==> config.mk <==
export PLATFORM = sky130hd
export DESIGN_NAME = bus_target_failure_backoff
export DESIGN_NICKNAME = d
export VERILOG_FILES = /design/src/hw/rtl/bcfb_pkg.sv /design/src/hw/rtl/bus_target_failure_backoff.sv /design/src/hw/rtl/bcfb_cfg.sv /design/src/hw/rtl/bcfb_core.sv
export SDC_FILE = /design/constraint.sdc
export NUM_CORES = 1
export LEC_CHECK = 0
export BUFFER_PORTS_ARGS = -buffer_cell sky130_fd_sc_hd__buf_2
export CAP_MARGIN = 15
export CORE_MARGIN = 4
export CORE_UTILIZATION = 60
export CTS_CLUSTER_DIAMETER = 120
export DETAILED_ROUTE_END_ITERATION = 6
export PLACE_DENSITY = 0.84
export SYNTH_ARGS = -nofsm -noshare
export SYNTH_HDL_FRONTEND = slang
export SYNTH_HIERARCHICAL = 1
export SYNTH_SLANG_ARGS = --single-unit
==> constraint.sdc <==
create_clock -name clk_i -period 4 [get_ports clk_i]
set_input_delay 0.4 -clock clk_i [delete_from_list [all_inputs] [get_ports clk_i]]
set_output_delay 0.4 -clock clk_i [all_outputs]
set_load 0.01 [all_outputs]
==> src/hw/rtl/bcfb_pkg.sv <==
// ----------------------------------------------------------------------------
// bcfb_pkg
// Shared types, constants and helpers for the bus target failure backoff block.
// ----------------------------------------------------------------------------
package bcfb_pkg;

  // Default width of the millisecond time base.
  localparam int unsigned TIME_WIDTH_DEF = 32;

  // Field widths.
  localparam int unsigned NOW_W      = 32;
  localparam int unsigned STATUS_W   = 8;
  localparam int unsigned BACKOFF_W  = 32;
  localparam int unsigned INIT_W     = 16;
  localparam int unsigned LIMIT_W    = 4;
  localparam int unsigned COUNT_W    = 5;
  localparam int unsigned CFG_IDX_W  = 1;
  localparam int unsigned CFG_DATA_W = 16;

  // Stream payload widths: status then time on the input, three flags out.
  localparam int unsigned IN_TDATA_W  = 40;
  localparam int unsigned OUT_TDATA_W = 8;

  localparam logic [COUNT_W-1:0] COUNT_MAX          = '1;
  localparam logic [INIT_W-1:0]  INIT_BACKOFF_RESET = 16'd500;
  localparam logic [LIMIT_W-1:0] FAIL_LIMIT_RESET   = 4'd3;

  // Configuration register indexes.
  typedef enum logic [CFG_IDX_W-1:0] {
    CFG_INIT_BACKOFF = 1'b0,
    CFG_FAIL_LIMIT   = 1'b1
  } cfg_idx_e;

  typedef struct packed {
    logic [INIT_W-1:0]  init_backoff;
    logic [LIMIT_W-1:0] fail_limit;
  } cfg_t;

  typedef struct packed {
    logic warning;
    logic online;
    logic transaction_ok;
  } result_t;

  // Grow a backoff by half of itself, truncated, saturating at all ones.
  function automatic logic [BACKOFF_W-1:0] grow_backoff(input logic [BACKOFF_W-1:0] b);
    logic [BACKOFF_W:0] sum;
    sum = {1'b0, b} + {2'b00, b[BACKOFF_W-1:1]};
    return sum[BACKOFF_W] ? {BACKOFF_W{1'b1}} : sum[BACKOFF_W-1:0];
  endfunction

endpackage

==> src/hw/rtl/bus_target_failure_backoff.sv <==
// ----------------------------------------------------------------------------
// bus_target_failure_backoff
// Health tracker for one bus target with exponential backoff after failure.
// ----------------------------------------------------------------------------
//
//  Channel   Dir  Handshake              Payload
//  s_axis    in   s_axis_tvalid/tready   tuser: operation
//                                        tdata: bus_status, now_ms
//  m_axis    out  m_axis_tvalid/tready   tdata: transaction_ok, online, warning
//  cfg       in   cfg_we_i               cfg_idx_i, cfg_data_i (no read-back)
//
//  One item per cycle while the output is not stalled: an input register feeds
//  the state update and result logic, which loads the output register.
//  The backoff is grown one step ahead, so each cycle carries at most one
//  deadline add (time plus backoff) and one compare.
//  Async active-low reset returns state, config and valid flags to defaults.
//  A stalled output holds its item; the input keeps accepting until both the
//  input and output registers are full.
//
module bus_target_failure_backoff import bcfb_pkg::*; #(
  parameter int unsigned TIME_WIDTH = TIME_WIDTH_DEF
) (
  input  logic                   clk_i,
  input  logic                   rst_ni,
  // Configuration write port
  input  logic                   cfg_we_i,
  input  logic [CFG_IDX_W-1:0]   cfg_idx_i,
  input  logic [CFG_DATA_W-1:0]  cfg_data_i,
  // Input stream
  input  logic                   s_axis_tvalid,
  output logic                   s_axis_tready,
  input  logic [IN_TDATA_W-1:0]  s_axis_tdata,  // [7:0] bus_status, [39:8] now_ms
  input  logic                   s_axis_tuser,  // [0] operation
  // Result stream
  output logic                   m_axis_tvalid,
  input  logic                   m_axis_tready,
  output logic [OUT_TDATA_W-1:0] m_axis_tdata   // [0] transaction_ok, [1] online,
                                                // [2] warning, [7:3] zero
);

  cfg_t cfg;

  // Input register
  logic                in_valid_q, in_valid_d;
  logic                in_op_q;
  logic [STATUS_W-1:0] in_status_q;
  logic [NOW_W-1:0]    in_now_q;

  // Output register
  logic    out_valid_q, out_valid_d;
  result_t out_res_q;
  result_t res;

  logic s_accept;
  logic advance;
  logic en;

  // Advance whenever the output slot is free or drains this cycle.
  assign advance       = !out_valid_q || m_axis_tready;
  assign en            = in_valid_q && advance;
  assign s_axis_tready = !in_valid_q || advance;
  assign s_accept      = s_axis_tvalid && s_axis_tready;

  always_comb begin
    in_valid_d = in_valid_q;
    if (s_accept) begin
      in_valid_d = 1'b1;
    end else if (en) begin
      in_valid_d = 1'b0;
    end
  end

  always_comb begin
    out_valid_d = out_valid_q;
    if (advance) begin
      out_valid_d = in_valid_q;
    end
  end

  always_ff @(posedge clk_i or negedge rst_ni) begin
    if (!rst_ni) begin
      in_valid_q  <= 1'b0;
      out_valid_q <= 1'b0;
    end else begin
      in_valid_q  <= in_valid_d;
      out_valid_q <= out_valid_d;
    end
  end

  // Payload registers: input loads on acceptance, result on advance; else hold.
  always_ff @(posedge clk_i) begin
    if (s_accept) begin
      in_op_q     <= s_axis_tuser;
      in_status_q <= s_axis_tdata[STATUS_W-1:0];
      in_now_q    <= s_axis_tdata[STATUS_W +: NOW_W];
    end
    if (en) begin
      out_res_q <= res;
    end
  end

  bcfb_cfg u_cfg (
    .clk_i      (clk_i),
    .rst_ni     (rst_ni),
    .cfg_we_i   (cfg_we_i),
    .cfg_idx_i  (cfg_idx_i),
    .cfg_data_i (cfg_data_i),
    .cfg_o      (cfg)
  );

  bcfb_core #(
    .TIME_WIDTH (TIME_WIDTH)
  ) u_core (
    .clk_i    (clk_i),
    .rst_ni   (rst_ni),
    .en_i     (en),
    .cfg_i    (cfg),
    .op_i     (in_op_q),
    .status_i (in_status_q),
    .now_i    (in_now_q),
    .res_o    (res)
  );

  assign m_axis_tvalid = out_valid_q;
  assign m_axis_tdata  = {{(OUT_TDATA_W-3){1'b0}},
                          out_res_q.warning, out_res_q.online, out_res_q.transaction_ok};

endmodule

==> src/hw/rtl/bcfb_cfg.sv <==
// ----------------------------------------------------------------------------
// bcfb_cfg
// Configuration registers written through the plain write port.
// ----------------------------------------------------------------------------
module bcfb_cfg import bcfb_pkg::*; (
  input  logic                  clk_i,
  input  logic                  rst_ni,
  input  logic                  cfg_we_i,
  input  logic [CFG_IDX_W-1:0]  cfg_idx_i,
  input  logic [CFG_DATA_W-1:0] cfg_data_i,
  output cfg_t                  cfg_o
);

  cfg_t cfg_q, cfg_d;

  always_comb begin
    cfg_d = cfg_q;
    if (cfg_we_i) begin
      unique case (cfg_idx_e'(cfg_idx_i))
        CFG_INIT_BACKOFF: cfg_d.init_backoff = cfg_data_i[INIT_W-1:0];
        CFG_FAIL_LIMIT:   cfg_d.fail_limit   = cfg_data_i[LIMIT_W-1:0];
        default:          cfg_d = cfg_q;
      endcase
    end
  end

  always_ff @(posedge clk_i or negedge rst_ni) begin
    if (!rst_ni) begin
      cfg_q.init_backoff <= INIT_BACKOFF_RESET;
      cfg_q.fail_limit   <= FAIL_LIMIT_RESET;
    end else begin
      cfg_q <= cfg_d;
    end
  end

  assign cfg_o = cfg_q;

endmodule

==> src/hw/rtl/bcfb_core.sv <==
// ----------------------------------------------------------------------------
// bcfb_core
// Health state of the target and the per-item result logic.
// ----------------------------------------------------------------------------
module bcfb_core import bcfb_pkg::*; #(
  parameter int unsigned TIME_WIDTH = TIME_WIDTH_DEF
) (
  input  logic                clk_i,
  input  logic                rst_ni,
  input  logic                en_i,
  input  cfg_t                cfg_i,
  input  logic                op_i,
  input  logic [STATUS_W-1:0] status_i,
  input  logic [NOW_W-1:0]    now_i,
  output result_t             res_o
);

  // Deadline is failure time plus backoff, kept wide enough to never wrap.
  localparam int unsigned SUM_W = ((TIME_WIDTH > BACKOFF_W) ? TIME_WIDTH : BACKOFF_W) + 1;

  logic                 warn_q, warn_d;
  logic                 failed_q, failed_d;
  logic [COUNT_W-1:0]   count_q, count_d;
  logic [BACKOFF_W-1:0] backoff_q, backoff_d;
  logic [BACKOFF_W-1:0] grown_q, grown_d;
  logic [SUM_W-1:0]     deadline_q, deadline_d;

  logic [TIME_WIDTH-1:0] now_t;
  logic [SUM_W-1:0]      now_ext;
  logic                  fail_evt;
  logic                  pass_evt;
  logic [COUNT_W-1:0]    count_inc;

  assign now_t     = TIME_WIDTH'(now_i);
  assign now_ext   = SUM_W'(now_t);
  assign fail_evt  = op_i && (status_i != '0);
  assign pass_evt  = op_i && (status_i == '0);
  assign count_inc = (count_q == COUNT_MAX) ? count_q : count_q + 1'b1;

  always_comb begin
    warn_d     = warn_q;
    failed_d   = failed_q;
    count_d    = count_q;
    backoff_d  = backoff_q;
    grown_d    = grown_q;
    deadline_d = deadline_q;
    if (fail_evt) begin
      warn_d = 1'b1;
      if (failed_q) begin
        // Take the pre-grown backoff and grow once more for the next failure.
        backoff_d = grown_q;
        grown_d   = grow_backoff(grown_q);
      end else begin
        count_d  = count_inc;
        failed_d = count_inc > {1'b0, cfg_i.fail_limit};
      end
      deadline_d = now_ext + SUM_W'(backoff_d);
    end else if (pass_evt && (count_q != '0)) begin
      warn_d    = 1'b0;
      failed_d  = 1'b0;
      count_d   = '0;
      backoff_d = BACKOFF_W'(cfg_i.init_backoff);
      grown_d   = grow_backoff(BACKOFF_W'(cfg_i.init_backoff));
    end
  end

  // A failure stamped now sets a deadline at or after now, so the target is
  // offline on that item whenever it ends up failed.
  always_comb begin
    res_o.transaction_ok = pass_evt;
    res_o.warning        = warn_d | failed_d;
    res_o.online         = !failed_d || (!fail_evt && (now_ext > deadline_q));
  end

  always_ff @(posedge clk_i or negedge rst_ni) begin
    if (!rst_ni) begin
      warn_q     <= 1'b0;
      failed_q   <= 1'b0;
      count_q    <= '0;
      backoff_q  <= BACKOFF_W'(INIT_BACKOFF_RESET);
      grown_q    <= grow_backoff(BACKOFF_W'(INIT_BACKOFF_RESET));
      deadline_q <= '0;
    end else if (en_i) begin
      warn_q     <= warn_d;
      failed_q   <= failed_d;
      count_q    <= count_d;
      backoff_q  <= backoff_d;
      grown_q    <= grown_d;
      deadline_q <= deadline_d;
    end
  end

endmodule

# Word level (Yosys, flattened, before mapping)
# Index checks and enable logic that the tools add are counted.
[classes]
add_sub_neg = 4
n_lt_le_gt_ge = 2
n_eq_ne = 3
muxes = 20
n_bitwise = 2
n_reduce_logical = 24
[op_table]
columns = ["operator", "n"]
rows = [
  ["2-to-1 mux 32 bit", 9],
  ["adder 32 x 31 -> 33 bit", 1],
  ["adder 32 x 32 -> 33 bit", 1],
  ["> comparator 32 x 33 -> 1 bit", 1],
  ["2-to-1 mux 5 bit", 4],
  ["adder 16 x 15 -> 17 bit", 1],
  ["logical NOT 8 bit", 1],
  ["AND reduction 2 bit", 4],
  ["nonzero test 8 bit", 1],
  ["2-to-1 mux 1 bit", 7],
  ["logical AND 1 bit", 6],
  ["AND reduction 3 bit", 2],
  ["adder 5 x 1 -> 5 bit (second input constant)", 1],
  ["== test 5 bit (second input constant)", 1],
  ["> comparator 5 x 4 -> 1 bit", 1],
  ["nonzero test 5 bit", 1],
  ["logical NOT 1 bit", 4],
  ["nonzero test 2 bit", 2],
  ["logical OR 1 bit", 3],
  ["!= test 2 x 1 -> 1 bit (second input constant)", 1],
  ["!= test 2 bit (second input constant)", 1],
  ["NOT 1 bit", 1],
  ["bitwise OR 1 bit", 1],
]
[totals]
regBits = 170
input_bits = 63
out_inout_bits = 10
elab_cells = 71

# Depth between registers and ports, before layout
[depth]
ltp_word = 7
ltp_mapped = 13
depth_no_buf = 13

# Hierarchy
# The synthesis kept the hierarchy.
[by_module_without_submodules]
columns = ["mod", "n_inst", "cells_per_inst", "area_per_inst_um2", "seq_area_each_um2"]
rows = [
  ["bcfb_core", 1, 1083, 9231.4, 2618.8],
  ["bus_target_failure_backoff", 1, 58, 1466.4, 1371.3],
  ["bcfb_cfg", 1, 44, 822.0, 510.5],
]

# Worst setup path after synthesis
# OpenSTA, ideal clock, no wires.
[synth_timing]
path_kind = "reg2reg"
start = "register u_core.failed_q"
end = "register u_core.deadline_q[25]"
setup_ps = 95
t_arrival_ps = 3511
required_ps = 3905
slack_ps = 394
stages_incl_launch_ff = 14
path_buffers = 2
period_less_slack_ps = 3606
path_cell_list = "dfrtp_1 -> clkbuf_1 -> clkbuf_1 -> mux2_2 -> ha_1 -> a21oi_2 -> o21ai_1 -> or2_1 -> or4_4 -> o2111ai_4 -> a21boi_2 -> o21a_1 -> o21a_1 -> o31ai_1"
[synth_via]
elab_chain_cells = 3
[synth_lines]
columns = ["item", "line_no", "text"]
rows = [
  ["start, declared", "bcfb_core.sv:22", "logic failed_q, failed_d;"],
  ["start signal, assigned", "bcfb_core.sv:85", "failed_q <= failed_d;"],
  ["2-to-1 mux 32 bit", "bcfb_core.sv:49", "if (failed_q) begin"],
  ["2-to-1 mux 32 bit", "bcfb_core.sv:47", "if (fail_evt) begin"],
  ["adder 32 x 32 -> 33 bit", "bcfb_core.sv:57", "deadline_d = now_ext + SUM_W'(backoff_d);"],
  ["end signal, assigned", "bcfb_core.sv:89", "deadline_q <= deadline_d;"],
  ["end, declared", "bcfb_core.sv:26", "logic [SUM_W-1:0] deadline_q, deadline_d;"],
]
# No other way between the ends. The select of a mux whose other input is x is not followed.
# A chain may end at the register's enable or synchronous reset.

# Final worst setup path
[layout_timing]
start = "register u_core.failed_q"
end = "register u_core.deadline_q[30]"
# Same word-level chain as after synthesis.

==> flow_summary.json <==
{
  "power_density_nw_per_um2": 848,
  "clock_path_buffers": 2,
  "fin_crit_sh": 0.950,
  "grt_use_total": 0.256,
  "coreArea_um2": 18800,
  "numClockSinks": 170,
  "intPower_mw": 5.95,
  "vias": 9291,
  "relSlewSlack": 0.360,
  "p_leak_nw": 5.83,
  "routed_wl_um": 27100,
  "ys_ff_latch": 170,
  "cts_made_buffers": 17,
  "start_util": 0.614,
  "slew_violations": 0,
  "grt_remaining_overflow": 0,
  "syn_avg_cell_area_um2": 9.72,
  "combPwrFrac": 0.590,
  "synthTopCellsByCount": "nand2_1 (134), ha_1 (120), a21oi_1 (105), dfrtp_1 (105), o21ai_0 (69)",
  "fmax_mhz": 263,
  "place.gp.congestion": 0.911,
  "crit_start": "u_core/failed_q",
  "cts-resized-gates": 0,
  "drive_gt1_frac": 0.157,
  "syn_inst": 1185,
  "area_growth_pct": 9.57,
  "dr.pass1.iters": 5,
  "ys_types": 73,
  "p_clk_frac": 0.143,
  "die_area_um2": 21500,
  "antenna_left": 0,
  "async_flop_share": 0.741,
  "critical_path_class": "flop to flop",
  "cts_htree_levels": 4,
  "layout.nets": 1431,
  "power.total_mw": 10.7,
  "synth-edff-count": 44,
  "r2r_setup_slack_ns": 0.20,
  "r2r-end": "u_core/deadline_q[30]",
  "diodes": 0,
  "num_rows": 50,
  "synth_top_area_share": 0.228,
  "rsz0062_at_grt": "false",
  "port_buffers": 67,
  "drtIter0Drc": 771,
  "via_per_inst": 6.23,
  "die_y_um": 147,
  "setup.worst_path.start_class": "flop",
  "yosysMostFrequentCell": "nand2_1",
  "clk_latency_ns": 0.43,
  "grt_pass1_wl_um": 45000,
  "reg2reg_depth": 12,
  "synth_area_um2": 11500,
  "required_ns": 4.28,
  "vdd_drop_max_mv": 0.446,
  "io_pins": 73,
  "tns_ns": 0,
  "drc": 0,
  "hold_buffers": 0,
  "finalHoldViolCount": 0,
  "fin_skew_ns": 0.0124,
  "yosys.area.top_type": "dfrtp_1",
  "nFillCells": 1365,
  "first_global_vias": 9042,
  "drv_cap": 0,
  "cts_setup_buffers": 0,
  "post_drt_wl_per_cell_um": 18.2,
  "die_w_um": 147,
  "cts_tree": "yes",
  "fin_crit_ns": 3.80,
  "antenna_found_initial": 0,
  "seq_area_frac_synth": 0.391,
  "status": "completed",
  "grt_max_degree": 77,
  "end_kind": "flop",
  "setup_viol": 0,
  "hold_class": "input pin to asynchronous set/reset pin",
  "sequentialPowerShare": 0.267,
  "synth_flop_cell": "dfrtp_1",
  "yosys_warnings": 6,
  "p_switching_mw": 4.76,
  "synth_area_leaders": "dfrtp_1 (23%), ha_1 (13%), edfxtp_1 (11%), dfstp_2 (4.8%), a21oi_1 (4.6%)",
  "hpwlAfterDp_um": 19600,
  "clk_pin_slew_ns": 0.07,
  "worst_pin_slew_ns": 0.959,
  "switching_share": 0.445,
  "cp.arrival_ns": 4.08,
  "r2r_start": "u_core/failed_q",
  "cp_max_fo": 5,
  "root_buffer": "clkbuf_16"
}
==> metrics by stage <==
| step | hold slack, ns | setup slack (ns) | instance area, um^2 | util | std cells |
|---|---|---|---|---|---|
| after global routing | 0.117 | 0.0601 | 12600 | 0.673 | 1492 |
| after floorplan | 0.104 | 0.394 | 11500 | - | 1189 |
| after detailed placement | 0.466 | 0.278 | 12100 | 0.643 | 1460 |
| final | 0.0996 | 0.199 | 12600 | 0.673 | 1492 |
| after global placement | 0.454 | 0.343 | 12100 | 0.643 | 1460 |
| after CTS | 0.119 | 0.243 | 12600 | 0.672 | 1492 |
==> power groups by stage <==
stage,registers (mW),logic [mW],clock network [mW]
after floorplan,2.68,4.90,0
after global placement,2.84,5.87,0
after detailed placement,2.87,6.06,0
after CTS,2.84,6.20,1.56
after global routing,2.92,7.03,1.64
final,2.86,6.31,1.53
==> cell families (layout without fill, tap and decap cells) <==
logic type / Yosys count / in the layout / share of synthesized area
AO/OA/AOI/OAI: 364 / 364 / 0.198
XOR/XNOR: 68 / 68 / 0.0517
adder cells (fa/ha/maj): 123 / 123 / 0.136
buffers and inverters: 102 / 171 / 0.0375
flip-flops: 170 / 170 / 0.391
multiplexers: 68 / 68 / 0.0680
other: 1 / 5 / 0.000326
AND/OR/NAND/NOR: 289 / 289 / 0.118
==> cell usage in the layout, fill, tap and decap left out, types with 14 or more instances in the layout <==
master and count:
nand2_1 133, ha_1 120, dfrtp_1 105, a21oi_1 105
o21ai_0 69, buf_2 66, inv_1 58, a21o_1 53
nor2_1 51, edfxtp_1 44, mux2_2 42, xor2_1 40
o21ai_1 29, xnor2_1 28, dfstp_2 21, nand3_1 19
clkbuf_16 17, mux2i_1 16, o2bb2ai_1 16, nand4_1 15
nand2b_1 14
==> worst max-delay path by stage <==
stage                                       end  slack [ns]  cells after the start
final                     u_core/deadline_q[30]        0.20                     12
after global routing      u_core/deadline_q[30]        0.06                     12
after CTS                 u_core/deadline_q[30]        0.24                     12
after detailed placement  u_core/deadline_q[30]        0.28                     12
after global placement    u_core/deadline_q[30]        0.34                     12
after floorplan           u_core/deadline_q[25]        0.39                     13
==> registers in the layout, indices dropped and copies added, names as in the netlist <==
signal             count
in_now_q              32
in_op_q                1
in_status_q            8
in_valid_q             1
m_axis_tdata           3
m_axis_tvalid          1
u_cfg/cfg_o           20
u_core/backoff_q      32
u_core/count_q         5
u_core/deadline_q     33
u_core/failed_q        1
u_core/grown_q        32
u_core/warn_q          1
==> worst max-delay path, stage by stage (launching register included) <==
cell and delay [ns]:
dfrtp_1 0.46, mux2_2 0.41, ha_1 0.23, fa_1 0.43, a21oi_1 0.23, o21a_1 0.20, a311oi_1 0.16, o41a_1 0.45
a21oi_1 0.41, o21a_1 0.26, o21a_1 0.19, xor2_1 0.15, o21ai_1 0.08
==> layout make-up <==
type / instances / area, um^2 / area share
Clock inverter: 10 / 70.1 / 0.00555
Multi-Input combinational cell: 917 / 6610 / 0.523
Inverter: 58 / 218 / 0.0172
Timing Repair Buffer: 81 / 459 / 0.0364
Tap cell: 234 / 293 / 0.0232
Clock buffer: 22 / 474 / 0.0376
Sequential cell: 170 / 4500 / 0.357
==> layer usage <==
| layer | up-vias | global-route usage | share of wire |
|---|---|---|---|
| met2 | 358 | 0.420 | 0.48 |
| met5 | - | 0 | 0 |
| met1 | 4464 | 0.356 | 0.45 |
| li1 | 4429 | - | - |
| met4 | 0 | 0.0626 | 0.013 |
| met3 | 40 | 0.0428 | 0.063 |
(Power assumes the default switching activity.)
